## config.mk

```make
export PLATFORM = sky130hd
export DESIGN_NAME = hbridge_duty_polarity_update
export DESIGN_NICKNAME = d
export VERILOG_FILES = /design/src/hdpu_pkg.sv /design/src/hdpu_div.sv /design/src/hdpu_ctrl.sv /design/src/hdpu_datapath.sv /design/src/hbridge_duty_polarity_update.sv
export SDC_FILE = /design/constraint.sdc
export NUM_CORES = 1
export LEC_CHECK = 0
export BUFFER_PORTS_ARGS = -buffer_cell sky130_fd_sc_hd__buf_2
export CORE_ASPECT_RATIO = 0.7
export CORE_MARGIN = 4
export CORE_UTILIZATION = 40
export CTS_CLUSTER_DIAMETER = 100
export CTS_CLUSTER_SIZE = 16
export DETAILED_ROUTE_END_ITERATION = 10
export PLACE_DENSITY_LB_ADDON = 0.3
export SYNTH_ARGS = -nofsm -noshare
export SYNTH_HDL_FRONTEND = slang
export SYNTH_SLANG_ARGS = --single-unit
```

## constraint.sdc

```tcl
create_clock -name clk -period 13.6 [get_ports clk]
set_clock_uncertainty 0.1 [all_clocks]
set_input_delay 3.4 -clock clk [delete_from_list [all_inputs] [get_ports clk]]
set_output_delay 3.4 -clock clk [all_outputs]
set_load 0.02 [all_outputs]
```

## src/hdpu_pkg.sv

```systemverilog
// Package for the H-bridge duty and polarity update block.
// Types, fixed field widths, register indexes and controller codes.
// No dependencies.
package hdpu_pkg;

  localparam int SP_W    = 12;
  localparam int CMP_W   = 14;
  localparam int FREQ_W  = 10;
  localparam int CNT_W   = 16;
  localparam int CFG_W   = 14;
  localparam int CFG_IDX_W = 2;
  localparam int PROD_W  = SP_W + CMP_W;   // setpoint * period
  localparam int THR_W   = 13;             // holds 8000
  localparam int DUTY_W  = 15;             // 4095*16383/2500 < 2**15

  // product/2500 == (product>>2)/625, done as a multiply by ceil(2**34/625)
  // and a 34-bit right shift; exact for any 24-bit quarter product
  localparam int QIN_W    = PROD_W - 2;
  localparam int RECIP_W  = 25;
  localparam int RECIP_SH = 34;
  localparam int RPROD_W  = QIN_W + RECIP_W;
  localparam logic [RECIP_W-1:0] DUTY_RECIP = RECIP_W'(27487791);

  localparam logic [SP_W-1:0]  SP_FULL_SCALE   = SP_W'(2500);
  localparam logic [THR_W-1:0] TICKS_HALF_SCALE = THR_W'(8000);

  localparam logic [CFG_IDX_W-1:0] REG_AC_MODE   = 2'd0;
  localparam logic [CFG_IDX_W-1:0] REG_AC_FREQ   = 2'd1;
  localparam logic [CFG_IDX_W-1:0] REG_PWM_PER   = 2'd2;
  localparam logic [CFG_IDX_W-1:0] REG_MAX_DUTY  = 2'd3;

  localparam logic [FREQ_W-1:0] AC_FREQ_RST  = FREQ_W'(100);
  localparam logic [CMP_W-1:0]  PWM_PER_RST  = CMP_W'(4500);
  localparam logic [CMP_W-1:0]  MAX_DUTY_RST = CMP_W'(4185);

  typedef struct packed {
    logic            fault_in;
    logic            active;
    logic [SP_W-1:0] setpoint;
  } in_t;

  typedef struct packed {
    logic [CMP_W-1:0] ch1_compare;
    logic [CMP_W-1:0] ch2_compare;
    logic             outputs_enabled;
    logic             fault_trip;
    logic             polarity;
  } out_t;

  typedef enum logic [2:0] {
    ST_IDLE,
    ST_MUL,
    ST_START,
    ST_DIV,
    ST_COMMIT
  } state_t;

  typedef struct packed {
    logic load_in;
    logic mul;
    logic div_start;
    logic commit;
  } ctrl_cmd_t;

  typedef struct packed {
    logic div_busy;
    logic out_hold;
  } ctrl_sts_t;

endpackage

```

## src/hdpu_div.sv

```systemverilog
// Restoring shift-subtract divider, one quotient bit per cycle.
// Generic widths; no package dependencies.
module hdpu_div #(
  parameter int N = 26,
  parameter int M = 12
) (
  input  logic         clk,
  input  logic         rst,
  input  logic         start,
  input  logic [N-1:0] dividend,
  input  logic [M-1:0] divisor,
  output logic         busy,
  output logic [N-1:0] quotient
);

  localparam int CW = $clog2(N + 1);

  logic [N-1:0]  qr;
  logic [M-1:0]  rem;
  logic [M-1:0]  dsr;
  logic [CW-1:0] count;
  logic [M:0]    rem_shift;
  logic          take;

  assign rem_shift = {rem, qr[N-1]};
  assign take      = rem_shift >= {1'b0, dsr};
  assign quotient  = qr;

  always_ff @(posedge clk) begin
    if (rst) begin
      busy  <= 1'b0;
      count <= '0;
    end else if (start) begin
      busy  <= 1'b1;
      count <= CW'(N);
    end else if (busy) begin
      count <= count - CW'(1);
      if (count == CW'(1)) begin
        busy <= 1'b0;
      end
    end
  end

  always_ff @(posedge clk) begin
    if (start) begin
      qr  <= dividend;
      rem <= '0;
      dsr <= divisor;
    end else if (busy) begin
      qr <= {qr[N-2:0], take};
      if (take) begin
        rem <= M'(rem_shift - {1'b0, dsr});
      end else begin
        rem <= rem_shift[M-1:0];
      end
    end
  end

endmodule

```

## src/hdpu_ctrl.sv

```systemverilog
// Sequencer for one tick: capture, multiply, divide, commit.
// Depends on hdpu_pkg.
module hdpu_ctrl (
  input  logic               clk,
  input  logic               rst,
  input  logic               in_valid,
  output logic               in_stall,
  input  hdpu_pkg::ctrl_sts_t sts,
  output hdpu_pkg::ctrl_cmd_t cmd
);
  import hdpu_pkg::*;

  state_t state;
  state_t state_next;

  always_ff @(posedge clk) begin
    if (rst) begin
      state <= ST_IDLE;
    end else begin
      state <= state_next;
    end
  end

  always_comb begin
    state_next = state;
    case (state)
      ST_IDLE:   if (in_valid) state_next = ST_MUL;
      ST_MUL:    state_next = ST_START;
      ST_START:  state_next = ST_DIV;
      ST_DIV:    if (!sts.div_busy) state_next = ST_COMMIT;
      ST_COMMIT: if (!sts.out_hold) state_next = ST_IDLE;
      default:   state_next = ST_IDLE;
    endcase
  end

  always_comb begin
    cmd      = '0;
    in_stall = 1'b1;
    case (state)
      ST_IDLE: begin
        in_stall    = 1'b0;
        cmd.load_in = in_valid;
      end
      ST_MUL:    cmd.mul = 1'b1;
      ST_START:  cmd.div_start = 1'b1;
      ST_DIV:    cmd = '0;
      ST_COMMIT: cmd.commit = !sts.out_hold;
      default:   cmd = '0;
    endcase
  end

endmodule

```

## src/hdpu_datapath.sv

```systemverilog
// Datapath: config registers, product, reciprocal divide by 2500, threshold
// divider, AC counter, output register. Depends on hdpu_pkg and hdpu_div.
module hdpu_datapath (
  input  logic                       clk,
  input  logic                       rst,
  input  logic                       cfg_we,
  input  logic [hdpu_pkg::CFG_IDX_W-1:0] cfg_index,
  input  logic [hdpu_pkg::CFG_W-1:0] cfg_data,
  input  hdpu_pkg::in_t              in_data,
  output hdpu_pkg::out_t             out_data,
  output logic                       out_valid,
  input  logic                       out_stall,
  input  hdpu_pkg::ctrl_cmd_t        cmd,
  output hdpu_pkg::ctrl_sts_t        sts
);
  import hdpu_pkg::*;

  logic              ac_mode;
  logic [FREQ_W-1:0] ac_freq;
  logic [CMP_W-1:0]  pwm_per;
  logic [CMP_W-1:0]  max_duty;

  in_t               item;
  logic [PROD_W-1:0] product;
  logic [CNT_W-1:0]  half_cnt;
  logic              side;

  logic [FREQ_W-1:0]  freq_eff;
  logic [RPROD_W-1:0] recip_prod;
  logic [DUTY_W-1:0]  duty_quot;
  logic [THR_W-1:0]   thr_quot;
  logic               thr_busy;

  logic [DUTY_W-1:0] duty_raw;
  logic [CMP_W-1:0]  duty;
  logic              act;
  logic [CNT_W-1:0]  cnt_inc;
  logic              wrap;
  logic [CNT_W-1:0]  half_cnt_next;
  logic              side_next;
  out_t              out_next;

  // Configuration registers
  always_ff @(posedge clk) begin
    if (rst) begin
      ac_mode  <= 1'b0;
      ac_freq  <= AC_FREQ_RST;
      pwm_per  <= PWM_PER_RST;
      max_duty <= MAX_DUTY_RST;
    end else if (cfg_we) begin
      case (cfg_index)
        REG_AC_MODE:  ac_mode  <= cfg_data[0];
        REG_AC_FREQ:  ac_freq  <= cfg_data[FREQ_W-1:0];
        REG_PWM_PER:  pwm_per  <= cfg_data;
        REG_MAX_DUTY: max_duty <= cfg_data;
        default:      ac_mode  <= ac_mode;
      endcase
    end
  end

  // quarter product times the reciprocal of 625
  assign recip_prod = RPROD_W'(product[PROD_W-1:2]) * RPROD_W'(DUTY_RECIP);

  always_ff @(posedge clk) begin
    if (cmd.load_in) begin
      item <= in_data;
    end
    if (cmd.mul) begin
      product <= PROD_W'(item.setpoint) * PROD_W'(pwm_per);
    end
    if (cmd.div_start) begin
      duty_quot <= recip_prod[RECIP_SH +: DUTY_W];
    end
  end

  // zero frequency runs as 1 Hz
  assign freq_eff = (ac_freq == '0) ? FREQ_W'(1) : ac_freq;

  hdpu_div #(.N(THR_W), .M(FREQ_W)) u_div_thr (
    .clk      (clk),
    .rst      (rst),
    .start    (cmd.div_start),
    .dividend (TICKS_HALF_SCALE),
    .divisor  (freq_eff),
    .busy     (thr_busy),
    .quotient (thr_quot)
  );

  assign sts.div_busy = thr_busy;
  assign sts.out_hold = out_valid & out_stall;

  // clamp and polarity steering
  always_comb begin
    duty_raw      = duty_quot;
    duty          = (duty_raw > {1'b0, max_duty}) ? max_duty : duty_raw[CMP_W-1:0];
    act           = item.active & ~item.fault_in;
    cnt_inc       = half_cnt + CNT_W'(1);
    wrap          = cnt_inc >= CNT_W'(thr_quot);
    half_cnt_next = half_cnt;
    side_next     = side;
    out_next      = '0;
    out_next.fault_trip = item.fault_in;
    if (act) begin
      out_next.outputs_enabled = 1'b1;
      if (ac_mode) begin
        half_cnt_next = wrap ? '0 : cnt_inc;
        side_next     = wrap ? ~side : side;
        out_next.polarity = side_next;
        if (side_next) begin
          out_next.ch2_compare = duty;
        end else begin
          out_next.ch1_compare = duty;
        end
      end else begin
        out_next.ch1_compare = duty;
      end
    end else if (ac_mode) begin
      out_next.polarity = side;
    end
  end

  always_ff @(posedge clk) begin
    if (rst) begin
      half_cnt  <= '0;
      side      <= 1'b0;
      out_valid <= 1'b0;
    end else if (cmd.commit) begin
      half_cnt  <= half_cnt_next;
      side      <= side_next;
      out_valid <= 1'b1;
    end else if (out_valid && !out_stall) begin
      out_valid <= 1'b0;
    end
  end

  always_ff @(posedge clk) begin
    if (cmd.commit) begin
      out_data <= out_next;
    end
  end

  a_commit_free: assert property (@(posedge clk) disable iff (rst)
    cmd.commit |-> !(out_valid && out_stall))
    else $error("commit over a held result");

  a_side_only_on_commit: assert property (@(posedge clk) disable iff (rst)
    !cmd.commit |=> $stable(side) && $stable(half_cnt))
    else $error("AC state moved without a commit");

  a_off_zero: assert property (@(posedge clk) disable iff (rst)
    out_valid && !out_data.outputs_enabled |->
      out_data.ch1_compare == '0 && out_data.ch2_compare == '0)
    else $error("nonzero compare with bridge off");

  a_trip_off: assert property (@(posedge clk) disable iff (rst)
    out_valid && out_data.fault_trip |-> !out_data.outputs_enabled)
    else $error("bridge enabled during fault");

endmodule

```

## src/hbridge_duty_polarity_update.sv

```systemverilog
// Top level of the H-bridge duty and polarity update block.
// Depends on hdpu_pkg, hdpu_ctrl, hdpu_datapath (and hdpu_div below it).
//
// Usage:
//   One input transfer per PWM period carries fault_in, active and setpoint.
//   Each one yields exactly one output transfer with both leg compare values,
//   the bridge enable, the fault trip flag and the AC polarity.
//   Both channels use valid/stall; a transfer happens on a rising edge with
//   valid high and stall low.
//   Config: cfg_we/cfg_index/cfg_data write ac_mode_enable (0), ac_frequency (1),
//   pwm_period (2), max_duty (3); write only while no tick is in flight.
// Sequence:
//   An accepted tick is multiplied, then divided by 2500 through a
//   reciprocal multiply, while 8000/frequency runs through a
//   13-step shift-subtract divider. The result lands in the output register
//   once that divider is done; the next tick can be taken in the cycle after
//   that commit, so one tick is worked on at a time. While the receiver stalls,
//   the result holds and the next tick is still worked on; it waits at commit
//   until the held result is taken.
// Reset (rst, synchronous): registers to defaults, AC counter and side clear.
module hbridge_duty_polarity_update (
  input  logic                          clk,
  input  logic                          rst,
  input  logic                          in_valid,
  output logic                          in_stall,
  input  hdpu_pkg::in_t                 in_data,
  output logic                          out_valid,
  input  logic                          out_stall,
  output hdpu_pkg::out_t                out_data,
  input  logic                          cfg_we,
  input  logic [hdpu_pkg::CFG_IDX_W-1:0] cfg_index,
  input  logic [hdpu_pkg::CFG_W-1:0]    cfg_data
);
  import hdpu_pkg::*;

  ctrl_cmd_t cmd;
  ctrl_sts_t sts;

  // sequencer: one tick in flight at a time
  hdpu_ctrl u_ctrl (
    .clk      (clk),
    .rst      (rst),
    .in_valid (in_valid),
    .in_stall (in_stall),
    .sts      (sts),
    .cmd      (cmd)
  );

  // arithmetic, AC state and the output register
  hdpu_datapath u_dp (
    .clk       (clk),
    .rst       (rst),
    .cfg_we    (cfg_we),
    .cfg_index (cfg_index),
    .cfg_data  (cfg_data),
    .in_data   (in_data),
    .out_data  (out_data),
    .out_valid (out_valid),
    .out_stall (out_stall),
    .cmd       (cmd),
    .sts       (sts)
  );

endmodule

```

==> results of run 1 <==
## worst max-delay path: stages (launching register included)
cell and delay (ps):
edfxtp_1 580, ha_1 560, inv_1 220, fa_1 520
fa_1 490, inv_1 50, fa_1 480, fa_1 510
fa_1 520, inv_1 60, fa_1 490, inv_1 40
ha_1 330, and3_1 200, nand2_1 90, or3_1 400
a2111oi_0 650, a31oi_1 240, o21bai_1 240, a21oi_1 110
xnor2_1 140
## state kept, by name (all words and copies together), names as in the netlist, 3 cells and up
register / count
u_ctrl.state: 3
u_dp.ac_freq: 10
u_dp.duty_quot: 15
u_dp.half_cnt: 16
u_dp.item: 14
u_dp.max_duty: 14
u_dp.out_data: 31
u_dp.product: 24
u_dp.pwm_per: 14
u_dp.u_div_thr.count: 4
u_dp.u_div_thr.dsr: 10
u_dp.u_div_thr.quotient: 13
u_dp.u_div_thr.rem: 10
## per-layer routing
metal  up-vias  wire (um)
met3        38       5850
met2       575      24700
met5         -         13
li1       7883          -
met1      8454      33400
met4         2        630
## cell families (layout without fill, tap and decap cells)
family	Yosys count	count (layout)	synth area share
multiplexers	31	31	0.0136
flip-flops	182	182	0.190
buffers and inverters	638	670	0.100
AO/OA/AOI/OAI	303	303	0.0845
AND/OR/NAND/NOR	535	535	0.107
adder cells (fa/ha/maj)	713	713	0.484
XOR/XNOR	56	56	0.0204
## Yosys cell counts, types with 4 or more instances
cell type	number	area [sq um]
fa_1	365	7310
and2_1	55	344
mux2_2	14	158
ha_1	348	4350
or3_1	5	31.3
o221ai_1	7	61.3
a21oi_1	101	505
nand4_1	10	62.6
mux2i_1	17	170
a211oi_1	15	113
nand3_1	24	120
clkbuf_1	62	233
nor3_1	27	135
o21a_1	11	82.6
o211ai_1	9	67.6
a221oi_1	5	43.8
and3_1	13	81.3
xnor2_1	37	324
nand2_1	250	938
nand2b_1	10	62.6
or2_2	4	25.0
a21o_1	36	270
a21oi_2	10	87.6
inv_1	562	2110
nor4_1	5	31.3
nor3b_1	7	52.6
nor2b_1	15	93.8
buf_1	6	22.5
o21ai_0	39	195
o2111ai_1	10	87.6
nand3b_1	14	105
xor2_1	19	166
a31oi_1	11	68.8
and4_1	7	61.3
o21bai_1	5	37.5
nor2_1	75	282
dfxtp_1	88	1760
buf_2	4	20.0
edfxtp_1	94	2820
a211o_1	8	70.1
o31a_1	5	43.8
## stage by stage
stage / instance area (sq um) / setup WS (ps) / instances / util
floorplan: 24100 / 7280 / 2458 / -
global placement: 25200 / 6540 / 3256 / 0.427
detailed placement: 25200 / 6430 / 3256 / 0.427
CTS: 25800 / 6420 / 3288 / 0.437
global route: 25800 / 6090 / 3288 / 0.437
finish: 25800 / 6330 / 3288 / 0.437
## cell type report
| class | instances | area (sq um) |
|---|---|---|
| multi-input combinational | 1638 | 17100 |
| inverter | 563 | 2110 |
| sequential | 182 | 4580 |
| clock buffer | 17 | 425 |
| timing repair buffer | 75 | 395 |
| clock inverter | 15 | 160 |
| tap | 798 | 998 |
| fill | 5661 | 33200 |
## worst max path at each step
stage | startpoint | endpoint
final | u_dp.product[8] | u_dp.duty_quot[5]
after global routing | u_dp.product[8] | u_dp.duty_quot[5]
after CTS | u_dp.product[8] | u_dp.duty_quot[5]
after detailed placement | u_dp.product[8] | u_dp.duty_quot[5]
after global placement | u_dp.product[8] | u_dp.duty_quot[5]
after floorplan | u_dp.product[15] | u_dp.duty_quot[5]
==> metrics.yaml, run 1 <==
run_status:
  status: "completed"
logic_synthesis:
  synthDistinctLibCells: 77
  synth-async-reset-ratio: 0
  ys_seq_area_frac: 0.190
  synth-edff-count: 94
  syn-mean-instance-area_sq_um: 9.80
  syn_inst: 2458
  synth-seq-cells: 182
  netlist_area_sq_um: 24100
  syn-num-nets: 3206
  yosys_warnings: 0
  synthFlopType: "edfxtp_1"
detailed_routing:
  drc: 0
  wl_per_cell_um: 19.7
  dr.pass1.iters: 5
  wl_um: 64700
  antenna_left: 0
  vias_per_cell: 5.16
  dr.first_iter.drc_count: 1423
  num_vias: 17000
clock_network:
  numClockSinks: 182
  cts_tree: "built"
  root_buffer: "clkbuf_16"
  h-tree-depth: 4
  cts_buffers: 17
  cts_buffer_depth: 2
  cts_hold_buffers: 0
  cts-resized-gates: 0
  cts_setup_buffers: 0
  path_clk_slew_ps: 80
  clock_latency_ps: 470
worst_setup_path:
  r2r_setup_slack_ps: 6330
  ff2ff_path_depth: 20
  crit_required_ps: 13730
  critPathKind: "register to register"
  crit_fanout: 8
  worst_r2r_endpoint: "u_dp.duty_quot[5]"
  endpoint_kind: "register"
  critPathLaunchType: "register"
  reg2reg_from: "u_dp.product[8]"
  worstPathArrival_ps: 7400
placed_design:
  routabilityCongestion: 0.986
  io_buffers: 67
  dp_hpwl_um: 55800
worst_hold_path:
  hold_class: "register to register"
  whs_path_depth: 0
  worstHoldEndpoint: "u_dp.u_div_thr.dsr[4]"
  min_from: "u_dp.ac_freq[4]"
global_route:
  grt_antenna_before_repair: 1
  busiest_layer: "met1"
  grt_max_degree: 72
  grt_pass1_vias: 17300
  grt_util_met3: 0.0639
  use_met1: 0.331
  grt_util_all_layers: 0.208
  grt_pass1_wl_um: 102000
  use_met2: 0.279
  overflow: 0
cells_and_area:
  areaGrowthSynthToFinish_pct: 7.05
  drive_gt1_frac: 0.0606
  final_cell_mix: "562 x inv_1, 365 x fa_1, 348 x ha_1"
  nNetsFinal: 3225
  final_common_cell: "inv_1"
  num_antenna_cells: 0
floorplan:
  die_area_sq_um: 64300
  start_util: 0.408
  std_cell_rows: 74
  die_y_um: 213
  die_w_um: 301
  pin_count: 68
  core_sq_um: 59000
timing:
  slew_headroom: 0.323
  timing.fmax_mhz: 138
  hold_viol: 0
  finalSetupTns_ps: 0
  fin_hold_ws_ps: 365
  rsz0062_at_grt: "no"
  min_period_ps: 7270
  setup_viol: 0
  min_period_over_period: 0.535
  drv_slew: 0
  worst_pin_slew_ps: 1010
run:
  max-cap-violations: 0
Power of run 1 is not shown: default switching activity piles up to over one toggle a cycle in this logic, so the estimate is an artifact.
==> run 2: changes to the inputs <==
- clock period: 13.6 -> 6.5 ns (I/O delays scaled with it)
==> metrics.yaml, run 2 (same netlist as run 1, synthesis figures left out) <==
run:
  max-cap-violations: 0  # unchanged
clock_network:
  cts_buffers: 17  # unchanged
  numClockSinks: 182  # unchanged
  path_clk_slew_ps: 80  # about the same
  root_buffer: "clkbuf_16"
  cts_tree: "built"
  clock_latency_ps: 460  # about the same
  h-tree-depth: 4  # unchanged
  cts_buffer_depth: 2  # unchanged
run_status:
  status: "completed"
cells_and_area:
  num_antenna_cells: 0  # unchanged
  largestRegisters: "u_dp.out_data: 31 flops, u_dp.product: 24 flops, u_dp.half_cnt: 16 flops"
  nNetsFinal: 3321  # +3.0%
  final_cell_mix: "555 x inv_1, 361 x fa_1, 336 x ha_1"
  largest_reg_flops: 31  # unchanged
  areaGrowthSynthToFinish_pct: 11.0
  drive_gt1_frac: 0.111  # +0.0507
  final_common_cell: "inv_1"
  regMostFlops: "u_dp.out_data"
  fin_cells: 3384  # +2.9%
floorplan:
  core_sq_um: 59000  # unchanged
  die_w_um: 301  # unchanged
  die_y_um: 213  # unchanged
  std_cell_rows: 74  # unchanged
  pin_count: 68  # unchanged
  start_util: 0.408  # unchanged
  die_area_sq_um: 64300  # unchanged
global_route:
  grt_pass1_wl_um: 102000  # +0.44%
  overflow: 0  # unchanged
  grt_pass1_vias: 17500  # +1.1%
  grt_max_degree: 47  # -35%
  grt_antenna_before_repair: 0  # -1
  grt_util_all_layers: 0.208  # about the same
timing:
  worst_pin_slew_ps: 1100  # +81.6 ps
  timing.fmax_mhz: 157  # +15%
  hold_viol: 0  # unchanged
  min_period_over_period: 0.977  # +0.442
  setup_viol: 0  # unchanged
  slew_headroom: 0.268  # -0.0545
  min_period_ps: 6350  # -921 ps
  rsz0062_at_grt: "yes"
  drv_slew: 0  # unchanged
worst_setup_path:
  critPathLaunchType: "register"
  cpMostUsedCell: "fa_1"
  path_cells: "fa_1, inv_2, fa_1, fa_1, inv_1, fa_1, fa_1, fa_1, inv_1, fa_2, inv_2, ha_4, buf_4, a21oi_1, o21ai_1, a21o_1, a211oi_1, o21bai_1, a221oi_1, o31a_1, xnor2_1"
  worstSetupStartpoint: "u_dp.product[23]"
  reg2reg_from: "u_dp.product[23]"
  endpoint_kind: "register"
  crit_slowest_cell: "fa_1"
  worst_r2r_endpoint: "u_dp.duty_quot[0]"
  ff2ff_path_depth: 21  # +5.0%
  endpoint: "u_dp.duty_quot[0]"
  r2r_setup_slack_ps: 150  # -6180 ps
  crit_required_ps: 6620  # -7110 ps
  worstPathArrival_ps: 6470  # -930 ps
  crit_fanout: 4  # -4
  slowest_delay_ps: 610  # -40 ps
  critPathKind: "register to register"
worst_hold_path:
  hold_class: "register to register"
placed_design:
  numPlacedInstances: 3337  # +2.5%
  io_buffers: 67  # unchanged
  dp_hpwl_um: 56100  # +0.64%
  routabilityCongestion: 0.993  # +0.65%
detailed_routing:
  wl_per_cell_um: 19.2  # -2.1%
  drc: 0  # unchanged
  vias_per_cell: 5.14  # -0.21%
  dr.pass1.iters: 7  # +2
  antenna_left: 0  # unchanged
  num_vias: 17400  # +2.7%
  dr.first_iter.drc_count: 1466  # +3.0%
  wl_um: 65100  # +0.74%
## run 2: changes by cell type in the layout (fill, tap and decap cells not counted), sizes merged
| cell | change |
|---|---|
| buf | +96 |
| clkbuf | +1 |
| inv | -1 |
| bufinv | +1 |
| clkinvlp | -1 |
## run 2: timing repair
item | 4_1_cts | 5_1_grt
pin swaps | 1 | 12
resized for setup | 8 | 45
buffers inserted | 5 | 11
setup endpoints to repair | 8 | 13
hold buffers | 0 | 0
## run 2: area by class of cell
cell class / instances / area [sq um]
Clock buffer: 18 / 439
Clock inverter: 14 / 158
Fill cell: 5645 / 32200
Inverter: 563 / 2110
Multi-Input combinational cell: 1638 / 17300
Sequential cell: 182 / 4580
Tap cell: 798 / 998
Timing Repair Buffer: 171 / 1120
## run 2: metrics by stage
stage	setup WS (ps)	TNS, ps	hold WS (ps)	cell area (sq um)	util
floorplan	181	0	327	24100	-
global placement	-76.0	-141	341	25800	0.438
detailed placement	-109	-435	351	25800	0.438
CTS	1.65	0	364	26500	0.449
global route	-29.0	-53.4	383	26700	0.453
finish	150	0	361	26700	0.453
## run 2: worst max-delay path: cells and delay by family (launching register included)
family                   cells  cell delay (ps)
flip-flops                   1              420
buffers and inverters        5              380
XOR/XNOR                     1               70
AO/OA/AOI/OAI                7             1330
adder cells (fa/ha/maj)      8             3840
## run 2: routing by layer
| metal | track usage | wire length, um |
|---|---|---|
| met4 | 0.0245 | 478 |
| met5 | 0 | 0 |
| met1 | 0.344 | 33700 |
| met2 | 0.276 | 25000 |
| met3 | 0.0504 | 5990 |
## run 2: how the worst min path moves through the flow
stage	slack [ps]	startpoint	end	cells past startpoint
2_1_floorplan	330	u_dp.item[13]	u_dp.out_data[1]	0
3_3_place_gp	340	u_dp.item[13]	u_dp.out_data[1]	0
3_5_place_dp	350	u_dp.ac_freq[4]	u_dp.u_div_thr.dsr[4]	0
4_1_cts	360	u_dp.ac_freq[0]	u_dp.ac_freq[0]	2
5_1_grt	380	u_dp.ac_freq[7]	u_dp.u_div_thr.dsr[7]	0
6_report	360	u_dp.ac_freq[0]	u_dp.ac_freq[0]	2
Power of run 2 is left out for the same reason.
